### config.mk
export PLATFORM = sky130hd
export DESIGN_NAME = affra_front
export DESIGN_NICKNAME = d
export VERILOG_FILES = /design/src/sv/affra_pkg.sv /design/src/sv/affra_front.sv
export SDC_FILE = /design/constraint.sdc
export NUM_CORES = 1
export LEC_CHECK = 0
export BUFFER_PORTS_ARGS = -buffer_cell sky130_fd_sc_hd__buf_2
export CAP_MARGIN = 20
export CELL_PAD_IN_SITES_DETAIL_PLACEMENT = 2
export CELL_PAD_IN_SITES_GLOBAL_PLACEMENT = 2
export CORE_MARGIN = 2
export CORE_UTILIZATION = 42
export CTS_CLUSTER_DIAMETER = 30
export DETAILED_ROUTE_END_ITERATION = 16
export PLACE_DENSITY_LB_ADDON = 0.1
export SETUP_SLACK_MARGIN = 0.15
export SLEW_MARGIN = 20
export SYNTH_ARGS = -nofsm -noshare
export SYNTH_HDL_FRONTEND = slang
export SYNTH_SLANG_ARGS = --single-unit
### constraint.sdc
create_clock -name clk -period 15.7 [get_ports clk]
set_input_delay 4.71 -clock clk [delete_from_list [all_inputs] [get_ports clk]]
set_output_delay 4.71 -clock clk [all_outputs]
set_load 0.03 [all_outputs]
### src/sv/affra_pkg.sv
// Shared types and constants of the aligned first-fit region allocator.
package affra_pkg;
    localparam int TABLE_DEPTH_DEF = 64;
    localparam logic [48:0] SPACE_SIZE = 49'h1_0000_0000_0000;

    typedef enum logic [1:0] {
        ST_OK     = 2'd0,
        ST_NO_FIT = 2'd1,
        ST_FULL   = 2'd2
    } status_t;

    typedef struct packed {
        logic        op;
        logic [49:0] size;
        logic [47:0] fixed_base;
        logic [2:0]  access_bits;
        logic        has_phys;
        logic [51:0] phys_addr;
        logic [48:0] align_mask;
    } req_t;

    typedef struct packed {
        logic [47:0] base;
        logic [48:0] size;
        logic        free_mark;
        logic [2:0]  access_bits;
        logic        phys_valid;
        logic [51:0] phys_frame;
    } entry_t;

    localparam int ENTRY_W = $bits(entry_t);
endpackage

### src/sv/affra_front.sv
// Request intake: queues requests (size rounding and alignment are done in the top level).
module affra_front (
    input  logic             clk,
    input  logic             rst_n,
    input  logic             in_valid,
    output logic             in_stall,
    input  affra_pkg::req_t  in_req,
    output logic             q_valid,
    input  logic             q_pop,
    output affra_pkg::req_t  q_req
);
    affra_pkg::req_t slot_reg [2];
    logic [1:0] cnt_reg;
    logic       wp_reg, rp_reg;
    logic       push;

    assign in_stall = cnt_reg[1];
    assign push = in_valid && !in_stall;
    assign q_valid = cnt_reg != 2'd0;
    assign q_req = slot_reg[rp_reg];

    always_ff @(posedge clk or negedge rst_n)
    begin
        if (!rst_n)
        begin
            cnt_reg <= 2'd0;
            wp_reg <= 1'b0;
            rp_reg <= 1'b0;
        end
        else
        begin
            if (push)
            begin
                wp_reg <= !wp_reg;
            end
            if (q_pop)
            begin
                rp_reg <= !rp_reg;
            end
            cnt_reg <= cnt_reg + {1'b0, push} - {1'b0, q_pop};
        end
    end

    always_ff @(posedge clk)
    begin
        if (push)
        begin
            slot_reg[wp_reg] <= in_req;
        end
    end
endmodule

Word level (Yosys, flattened, before mapping). Memory sizes are Yosys's and may differ from the RTL's. Cells that the tools add are included. W data, S select, Z words.

Add/subtract/negate cells: 2. Multiply operators: 0. Div/mod/pow operators: 0. $lt $le $gt $ge: 0. Eq/ne operators: 0. Shift operators: 0. Mux-type cells: 2. Bitwise logic cells: 0. Reduce and logical (&&, ||, !) cells: 5.

Operators by type and width (number): $logic_not A1 Y1 (3); $add A2 B1 Y2 (1); $mux W1 (2); $reduce_bool A2 Y1 (1); $sub A2 B1 Y2 (1); $logic_and A1 B1 Y1 (1).

Register bits: 4. Bits in latches: 0. Memory bits (writable): 408. Bits in read-only memories: 0. Word-level logic and storage cells: 13. Memories: 1.

Memory list: slot_reg (words 2, width 204, read ports 1, clocked after memory_dff 0, write ports 1, line affra_front.sv:12) `affra_pkg::req_t slot_reg [2];`.

Depth between registers and ports, before layout. Gate-level depths: netlist of run 1.

Depth after elaboration: 4. Gate-level depth with buffers: 4.

Worst setup path after synthesis of run 1. No wires, ideal clock.

Path kind: input-to-reg. From: input port in_valid. To: memory slot_reg[0][0] (netlist bit), enable pin. Arrival: 13.299 ns. Required time: 14.928 ns. Path slack: 1.629 ns. Stages on the path: 2. Buffers on the path: 0. Cell sequence: nand2b_1 nor2_1.

Word-level cells in the longest chain between the ends: 3.

Ends and longest elaborated chain: from (decl) (line affra_front.sv:5) `input logic in_valid,`; $logic_and A1 B1 Y1 (line affra_front.sv:18) `assign push = in_valid && !in_stall;`; $mux W1 (line affra_front.sv:46) `if (push)`; $mux W1 (not written as such) (line affra_front.sv:48) `slot_reg[wp_reg] <= in_req;`; to (decl) (line affra_front.sv:12).

Every way passes these cells.

==> impl_metrics.csv, run 1 <==
group,metric,value,unit
clock_tree,postCtsHoldBufs,0,
critical_path,path_buf_inv,2,
timing,hold_ws,0.497,ns
clock_tree,clock_latency,0.58,ns
critical_path,crit_chain,"buf_4, mux2_2, buf_2",
timing,fin_skew,0.0158,ns
yosys,synth_top_area_share,78.9,%
floorplanning,die_area,0.0385,mm2
yosys,synthMostInstantiatedCell,"edfxtp_1",
yosys,ys_top_cells_by_count,"edfxtp_1, mux2_4, mux2_2",
clock_tree,cts_root_buf,"clkbuf_16",
placed_design,dp_hpwl,27.2,mm
pwr,ir_drop,0.000153,V
grt,grt_pass1_vias,9520,
yosys,syn_inst,652,
grt,grt_first_pass_wirelength,62.5,mm
clock_tree,postCtsSetupRepairBufs,0,
critical_path,crit_slowest_cell,"dfrtp_4",
final_layout,nFillCells,3107,
yosys,syn_avg_cell_area,23.8,um2
placed_design,portBuffers,413,
grt,globalRouteTotalUtil,22.5,%
critical_path,arrival,3.28,ns
yosys,netlist_area,0.0155,mm2
critical_path,cp-start-kind,"flop",
yosys,ys_ff_latch,412,
placed_design,gp_congestion,0.711,
routing,dr.first_iter.drc_count,341,
floorplanning,die_x,196,um
floorplanning,io_pins,414,
critical_path,cp_slowest_stage_delay,1.06,ns
final_layout,largest_reg_flops,408,
floorplanning,rows,70,
routing,finalWirelength,43.6,mm
routing,drtPass1Iterations,4,
yosys,synth_top_cell_by_area,"edfxtp_1",
final_layout,postLayoutCoreUtil,57.5,%
yosys,synth_edf_count,408,
final_layout,instances_no_fill,1689,
routing,vias_per_cell,4.87,
floorplanning,fp.dieH,196,um
clock_tree,cts.sinks,412,
yosys,synthFlopType,"edfxtp_1",
floorplanning,core-area,0.0365,mm2
timing,rsz0062_at_grt,"no",
yosys,synth-compound-area-share,0.0322,%
critical_path,path_max_fanout,59,
timing,setup-tns-final,0,ns
yosys,ys_types,15,
routing,avgRoutedWirePerCell,25.8,um
routing,antenna_left,0,
final_layout,nNetsFinal,1351,
timing,tightest_slew,1.11,ns
yosys,synth_area_leaders,"edfxtp_1, mux2_4, mux2_2",
yosys,synth_warnings,0,
timing,timing.fmax,125,MHz
run,maxCapViolCount,0,
final_layout,drive_gt1_share,62.8,%
final_layout,area_delta_synth_final,35.3,%
timing,drv_slew,0,
critical_path,critPathCaptureType,"primary output",
clock_tree,cts_buffer_depth,3,
yosys,synthSimpleGateAreaFrac,0.177,%
grt,grt_max_degree,70,
timing,finalCritPeriodShare,50.9,%
yosys,synth_xor_area_share,0.226,%
critical_path,critPathKind,"reg -> out",
clock_tree,cts_tree,"yes",
critical_path,required,10.99,ns
status,status,"completed",
yosys,synthArstFlopShare,0.971,%
pwr,cellPowerDensity,231,mW/mm2
routing,drc,0,
pwr,power.leakage,8.39,nW
grt,overflow,0,
clock_tree,numCtsBuffers,88,
floorplanning,start_util,42.5,%
routing,vias,8219,
yosys,synthAdderAreaFrac,0.0806,%
critical_path,crit_family,"buffers and inverters",
timing,slew_headroom,26.3,%
placed_design,dp_cells,1519,
yosys,synth_top_family_by_area,"multiplexers",
clock_tree,cts_resized,0,
clock_tree,ctsHtreeMaxLevel,3,
yosys,synth_mux_area_share,18.4,%
min_path,hp-class,"reg -> reg",
grt,antenna_found_initial,18,
yosys,yosysSeqAreaShare,79.5,%
clock_tree,path_clk_slew,0.04,ns
timing,period_needed,7.99,ns
timing,setup_viol,0,
timing,hold_violations,0,
yosys,synth_nets,861,
[path summary, 6_finish.rpt]
kind                       cells past startpoint                  from  slack (ns)                   endpoint
setup / recovery                               3    rp_reg$_DFFE_PN0P_        7.71                  q_req[14]
hold / removal                                 1  cnt_reg[0]$_DFF_PN0_        0.50       cnt_reg[0]$_DFF_PN0_
setup reg to reg                               4  cnt_reg[1]$_DFF_PN0_       12.35  slot_reg[0][53]$_DFFE_PP_
hold reg to reg                                1  cnt_reg[0]$_DFF_PN0_        0.50       cnt_reg[0]$_DFF_PN0_
max in group asynchronous                      1                 rst_n       11.59         rp_reg$_DFFE_PN0P_
min in group asynchronous                      1                 rst_n        3.95         wp_reg$_DFFE_PN0P_
[power by group]
group | switching (W) | leakage [nW] | total, W | internal, W
Clock | 0.000585 | 1.42 | 0.00183 | 0.00124
Sequential | 0.000104 | 3.81 | 0.00157 | 0.00147
Combinational | 0.000917 | 3.16 | 0.00145 | 0.000534
Total | 0.00161 | 8.39 | 0.00485 | 0.00325
[through the flow]
step | total power (W) | setup slack, ns | cell area [um2]
2_1_floorplan | 0.00271 | 1.63 | 15500
3_3_place_gp | 0.00300 | 7.75 | 18000
3_5_place_dp | 0.00304 | 7.69 | 18000
4_1_cts | 0.00492 | 7.60 | 21000
5_1_grt | 0.00503 | 7.52 | 21000
6_report | 0.00485 | 7.71 | 21000
[placed cells by master, fill, tap and decap left out, drive strengths merged]
cell,count
nor2,2
edfxtp,408
a21oi,1
nand2b,1
clkbuf,103
bufinv,12
buf,423
xor2,1
inv,6
ha,1
clkinvlp,8
or2,1
dfrtp,4
clkinv,34
nor3b,1
xnor2,3
diode,8
mux2,204
[cells by family after synthesis]
logic type,Yosys count
buffers and inverters,25
adders and majority gates,1
DFF,412
and+or+nand+nor,5
AOI/OAI and AO/OA,1
xor gates and xnor gates,4
muxes,204
[final cells by class]
| type | count | area, um2 | share of cell area (%) |
|---|---|---|---|
| multi-input combinational | 215 | 2960 | 14.1 |
| clock buffer | 103 | 2320 | 11.1 |
| tap | 468 | 586 | 2.79 |
| clock inverter | 58 | 614 | 2.92 |
| inverter | 2 | 7.51 | 0.0357 |
| timing repair buffer | 423 | 2150 | 10.3 |
| sequential | 412 | 12400 | 58.8 |
| antenna | 8 | 20.0 | 0.0953 |
[routing by layer]
layer	wire length (um)	part of all wire, %	up-vias	GRT usage, %
met3	3560	8.2	103	8.68
met1	15000	34	4113	22.9
met2	23400	54	344	40.9
met5	144	0.33	-	0
li1	-	-	3637	-
met4	1460	3.3	22	9.68
[worst register-to-register path, delay by kind of cell (launching register included)]
kind                   cells  cell delay (ns)
flip-flops                 1             0.45
buffers and inverters      2             1.56
AND/OR/NAND/NOR            2             0.89
(Power assumes the default switching activity.)
==> run 2, diff against run 1 <==
Settings changed: CORE_UTILIZATION 42 to 39.
Clock period 15.7 ns to 7.6 ns, I/O delays scaled along.
==> impl_metrics.csv, run 2 (same netlist as run 1, synthesis figures left out) <==
group,metric,value,unit
floorplanning,die_area,0.0414,mm2
critical_path,arrival,2.97,ns
clock_tree,cts_buffer_depth,3,
status,status,"completed",
critical_path,endpoint,"q_req[16]",
critical_path,crit_start,"rp_reg$_DFFE_PN0P_",
timing,hold_ws,0.505,ns
clock_tree,numCtsBuffers,97,
pwr,combPwrFrac,28.6,%
timing,drv_slew,0,
pwr,pwr-share-clk,40.2,%
critical_path,critPathKind,"reg -> out",
timing,fin_skew,0.0197,ns
routing,antenna_left,0,
critical_path,cp-start-kind,"flop",
timing,finalCritPeriodShare,69.1,%
clock_tree,postCtsSetupRepairBufs,0,
critical_path,critPathCaptureType,"primary output",
routing,finalWirelength,42.5,mm
grt,grt_pass1_vias,9359,
timing,slew_headroom,28.2,%
clock_tree,clock_latency,0.61,ns
pwr,p_sw,0.00339,W
grt,grt_max_degree,170,
clock_tree,cts.sinks,412,
pwr,p_total,0.0104,W
pwr,cellPowerDensity,484,mW/mm2
routing,routed.top_layer,"met5",
final_layout,nNetsFinal,1356,
timing,setup-tns-final,0,ns
final_layout,final_cell_mix,"buf_2, edfxtp_1, mux2_4, clkbuf_16, mux2_2",
routing,dr.first_iter.drc_count,371,
placed_design,portBuffers,413,
floorplanning,start_util,39.3,%
routing,drc,0,
timing,period_needed,5.25,ns
min_path,hold_depth,1,
pwr,power.leakage,8.57,nW
routing,drtPass1Iterations,4,
floorplanning,core-area,0.0395,mm2
floorplanning,io_pins,414,
timing,setup_viol,0,
routing,drt-met1-wl,15.0,mm
floorplanning,rows,73,
clock_tree,cts_root_buf,"clkbuf_16",
final_layout,instances_no_fill,1765,
clock_tree,cts_resized,0,
critical_path,path_max_fanout,76,
final_layout,largest_reg_flops,408,
pwr,ir_drop,0.000266,V
grt,overflow,0,
floorplanning,die_x,204,um
critical_path,r2r_slack,5.03,ns
grt,globalRouteTotalUtil,20.3,%
grt,antenna_found_initial,16,
routing,met2_length,22.6,mm
final_layout,fin_area,0.0215,mm2
run,maxCapViolCount,0,
pwr,seqPwrFrac,31.2,%
placed_design,dp_hpwl,26.7,mm
clock_tree,cts_tree,"yes",
critical_path,required,5.32,ns
floorplanning,fp.dieH,204,um
final_layout,drive_gt1_share,63.3,%
timing,hold_violations,0,
critical_path,reg2reg_depth,3,
grt,grt_first_pass_wirelength,60.8,mm
routing,avgRoutedWirePerCell,24.1,um
timing,rsz0062_at_grt,"no",
timing,tightest_slew,1.08,ns
clock_tree,path_clk_slew,0.04,ns
timing,timing.fmax,190,MHz
placed_design,dp_cells,1573,
pwr,p_sw_share,32.6,%
final_layout,final_common_cell,"buf_2",
routing,vias,8309,
clock_tree,postCtsHoldBufs,0,
routing,vias_per_cell,4.71,
final_layout,area_delta_synth_final,38.3,%
min_path,hp-class,"reg -> reg",
clock_tree,ctsHtreeMaxLevel,3,
critical_path,r2r-start,"cnt_reg[1]$_DFF_PN0_",
critical_path,r2r_end,"slot_reg[0][144]$_DFFE_PP_",
routing,met3WireLength,3.60,mm
placed_design,placed_area,0.0181,mm2
pwr,intPower,0.00701,W
placed_design,gp_congestion,0.722,
[run 2: final cells by class]
cell class              count  area [um2]
inverters                   2        7.51
diodes                      9        22.5
clock inverters            70         779
fillers                  3463       18100
flip-flops and latches    412       12400
multi-input cells         215        2960
repair buffers            419        2170
clock buffers             113        2530
well taps                 525         657
[run 2: worst min-delay path by stage]
stage                    startpoint                    to
2_1_floorplan  cnt_reg[0]$_DFF_PN0_  cnt_reg[0]$_DFF_PN0_
3_3_place_gp   cnt_reg[0]$_DFF_PN0_  cnt_reg[0]$_DFF_PN0_
3_5_place_dp   cnt_reg[0]$_DFF_PN0_  cnt_reg[0]$_DFF_PN0_
4_1_cts        cnt_reg[0]$_DFF_PN0_  cnt_reg[0]$_DFF_PN0_
5_1_grt        cnt_reg[0]$_DFF_PN0_  cnt_reg[0]$_DFF_PN0_
6_report       cnt_reg[0]$_DFF_PN0_  cnt_reg[0]$_DFF_PN0_
[run 2: critical path: stages (launching register included)]
cell	delay [ns]
dfrtp_4	1.13
buf_12	0.50
mux2_2	0.40
buf_2	0.17
[run 2: stage by stage]
stage               setup slack [ns]  util, %
global route                    2.21     54.3
finish                          2.35     54.3
CTS                             2.28     54.3
global placement                2.97     45.9
floorplan                     -0.603        -
detailed placement              2.96     45.9
[run 2: power groups by stage]
stage          Clock [W]  Combinational [W]  Sequential (W)
6_report         0.00418            0.00298         0.00324
5_1_grt          0.00436            0.00312         0.00329
3_3_place_gp           0            0.00298         0.00323
2_1_floorplan          0            0.00231         0.00323
4_1_cts          0.00426            0.00304         0.00325
3_5_place_dp           0            0.00300         0.00328
[run 2: routing by layer]
| layer | up-vias | GRT usage (%) |
|---|---|---|
| met5 | - | 0 |
| met4 | 16 | 8.65 |
| met3 | 98 | 8.45 |
| met2 | 346 | 35.9 |
| met1 | 4192 | 21.2 |
| li1 | 3657 | - |
==> run 3, diff against run 2 <==
Clock period 7.6 ns to 4.9 ns, I/O delays scaled along.
==> impl_metrics.csv, run 3 (same netlist as run 1, synthesis figures left out) <==
group,metric,value,unit
status,status,"completed",
critical_path,cp-start-kind,"flop",
grt,use_met3,8.01,%
critical_path,critPathKind,"reg -> out",
pwr,p_total,0.0164,W
pwr,power.leakage,8.65,nW
critical_path,critPathCaptureType,"primary output",
timing,hold_violations,0,
clock_tree,postCtsHoldBufs,0,
timing,setup_viol,0,
final_layout,nNetsFinal,1359,
run,maxCapViolCount,0,
routing,dr.first_iter.drc_count,369,
critical_path,r2r-start,"cnt_reg[1]$_DFF_PN0_",
timing,tightest_slew,0.655,ns
routing,drc,0,
clock_tree,cts_root_buf,"clkbuf_16",
critical_path,arrival,2.44,ns
critical_path,crit_start,"rp_reg$_DFFE_PN0P_",
placed_design,place_ws,1.57,ns
routing,antenna_left,0,
final_layout,drive_gt1_share,63.7,%
final_layout,area_delta_synth_final,39.4,%
placed_design,dp_hpwl,26.5,mm
pwr,cellPowerDensity,756,mW/mm2
placed_design,gp_congestion,0.744,
floorplanning,die_x,204,um
timing,finalCritPeriodShare,79.8,%
routing,vias_per_cell,4.67,
grt,grt_most_used_layer,"met2",
floorplanning,die_area,0.0414,mm2
grt,grt_util_met2,35.5,%
grt,globalRouteTotalUtil,19.8,%
clock_tree,path_clk_slew,0.04,ns
grt,grt_pass1_vias,9364,
clock_tree,cts_buffer_depth,3,
clock_tree,cts.sinks,412,
critical_path,r2r_slack,3.15,ns
clock_tree,clock_latency,0.59,ns
routing,drtPass1Iterations,4,
final_layout,final_cell_mix,"buf_2, edfxtp_1, mux2_4, clkbuf_16, mux2_2",
grt,grt_first_pass_wirelength,59.6,mm
floorplanning,io_pins,414,
routing,finalWirelength,41.5,mm
routing,avgRoutedWirePerCell,23.5,um
grt,overflow,0,
grt,groute.layer.met1.usage,20.4,%
timing,fin_ws,0.992,ns
timing,drv_slew,0,
final_layout,postLayoutCoreUtil,54.7,%
placed_design,portBuffers,413,
floorplanning,core-area,0.0395,mm2
critical_path,path_max_fanout,36,
timing,rsz0062_at_grt,"no",
floorplanning,fp.dieH,204,um
min_path,hp-class,"reg -> reg",
grt,grt_max_degree,96,
grt,antenna_found_initial,10,
clock_tree,ctsHtreeMaxLevel,3,
routing,vias,8242,
clock_tree,cts_tree,"yes",
timing,hold_ws,0.561,ns
final_layout,final_common_cell,"buf_2",
critical_path,r2r_end,"slot_reg[1][144]$_DFFE_PP_",
critical_path,required,3.43,ns
timing,period_needed,3.91,ns
pwr,ir_drop,0.000412,V
critical_path,endpoint,"q_req[2]",
clock_tree,numCtsBuffers,96,
timing,timing.fmax,256,MHz
critical_path,reg2reg_depth,3,
final_layout,largest_reg_flops,408,
clock_tree,cts_resized,0,
clock_tree,postCtsSetupRepairBufs,0,
floorplanning,start_util,39.3,%
timing,slew_headroom,56.3,%
timing,fin_skew,0.00952,ns
floorplanning,rows,73,
run 3: cell types whose count changed in the layout (fill, tap and decap cells not counted), sizes merged:
cell / previous run / this run
inv: 7 / 4
clkbuf: 113 / 115
diode: 9 / 7
buf: 419 / 423
clkinvlp: 9 / 10
clkinv: 41 / 34
bufinv: 15 / 20
run 3: critical path: stages, from the launching register on:
cell	delay, ns
dfrtp_4	0.67
buf_4	0.55
mux2_2	0.41
buf_2	0.18
run 3: metal layers:
layer / vias up / wire length (um) / share of wire, %
met4: 6 / 1290 / 3.1
met2: 339 / 22100 / 53
li1: 3668 / - / -
met1: 4142 / 14700 / 36
met3: 87 / 3320 / 8.0
met5: - / 46 / 0.11
run 3: worst min-delay path by stage:
stage	startpoint	to	slack, ns	depth (start not counted)
after floorplan	cnt_reg[0]$_DFF_PN0_	cnt_reg[0]$_DFF_PN0_	0.47	1
after global placement	cnt_reg[0]$_DFF_PN0_	cnt_reg[0]$_DFF_PN0_	0.50	1
after detailed placement	cnt_reg[0]$_DFF_PN0_	cnt_reg[0]$_DFF_PN0_	0.52	1
after CTS	wp_reg$_DFFE_PN0P_	wp_reg$_DFFE_PN0P_	0.57	1
after global routing	wp_reg$_DFFE_PN0P_	wp_reg$_DFFE_PN0P_	0.59	1
final	wp_reg$_DFFE_PN0P_	wp_reg$_DFFE_PN0P_	0.56	1
run 3: cell type report:
type	count	area [um2]
antenna	7	17.5
clock buffer	115	2580
clock inverter	66	853
fill	3480	17900
inverter	2	7.51
multi-input combinational	215	2960
sequential	412	12400
tap	525	657
timing repair buffer	423	2220
run 3: report_power, final:
part	switching, W	internal (W)
registers	0.000244	0.00470
logic	0.00297	0.00173
clock network	0.00195	0.00476
run 3: through the flow:
| stage | area [um2] | std cells | TNS, ns |
|---|---|---|---|
| final | 21700 | 1765 | 0 |
| after global routing | 21600 | 1762 | 0 |
| after CTS | 21600 | 1758 | 0 |
| after detailed placement | 18200 | 1577 | 0 |
| after global placement | 18200 | 1577 | 0 |
| after floorplan | 15500 | 652 | -38.86 |
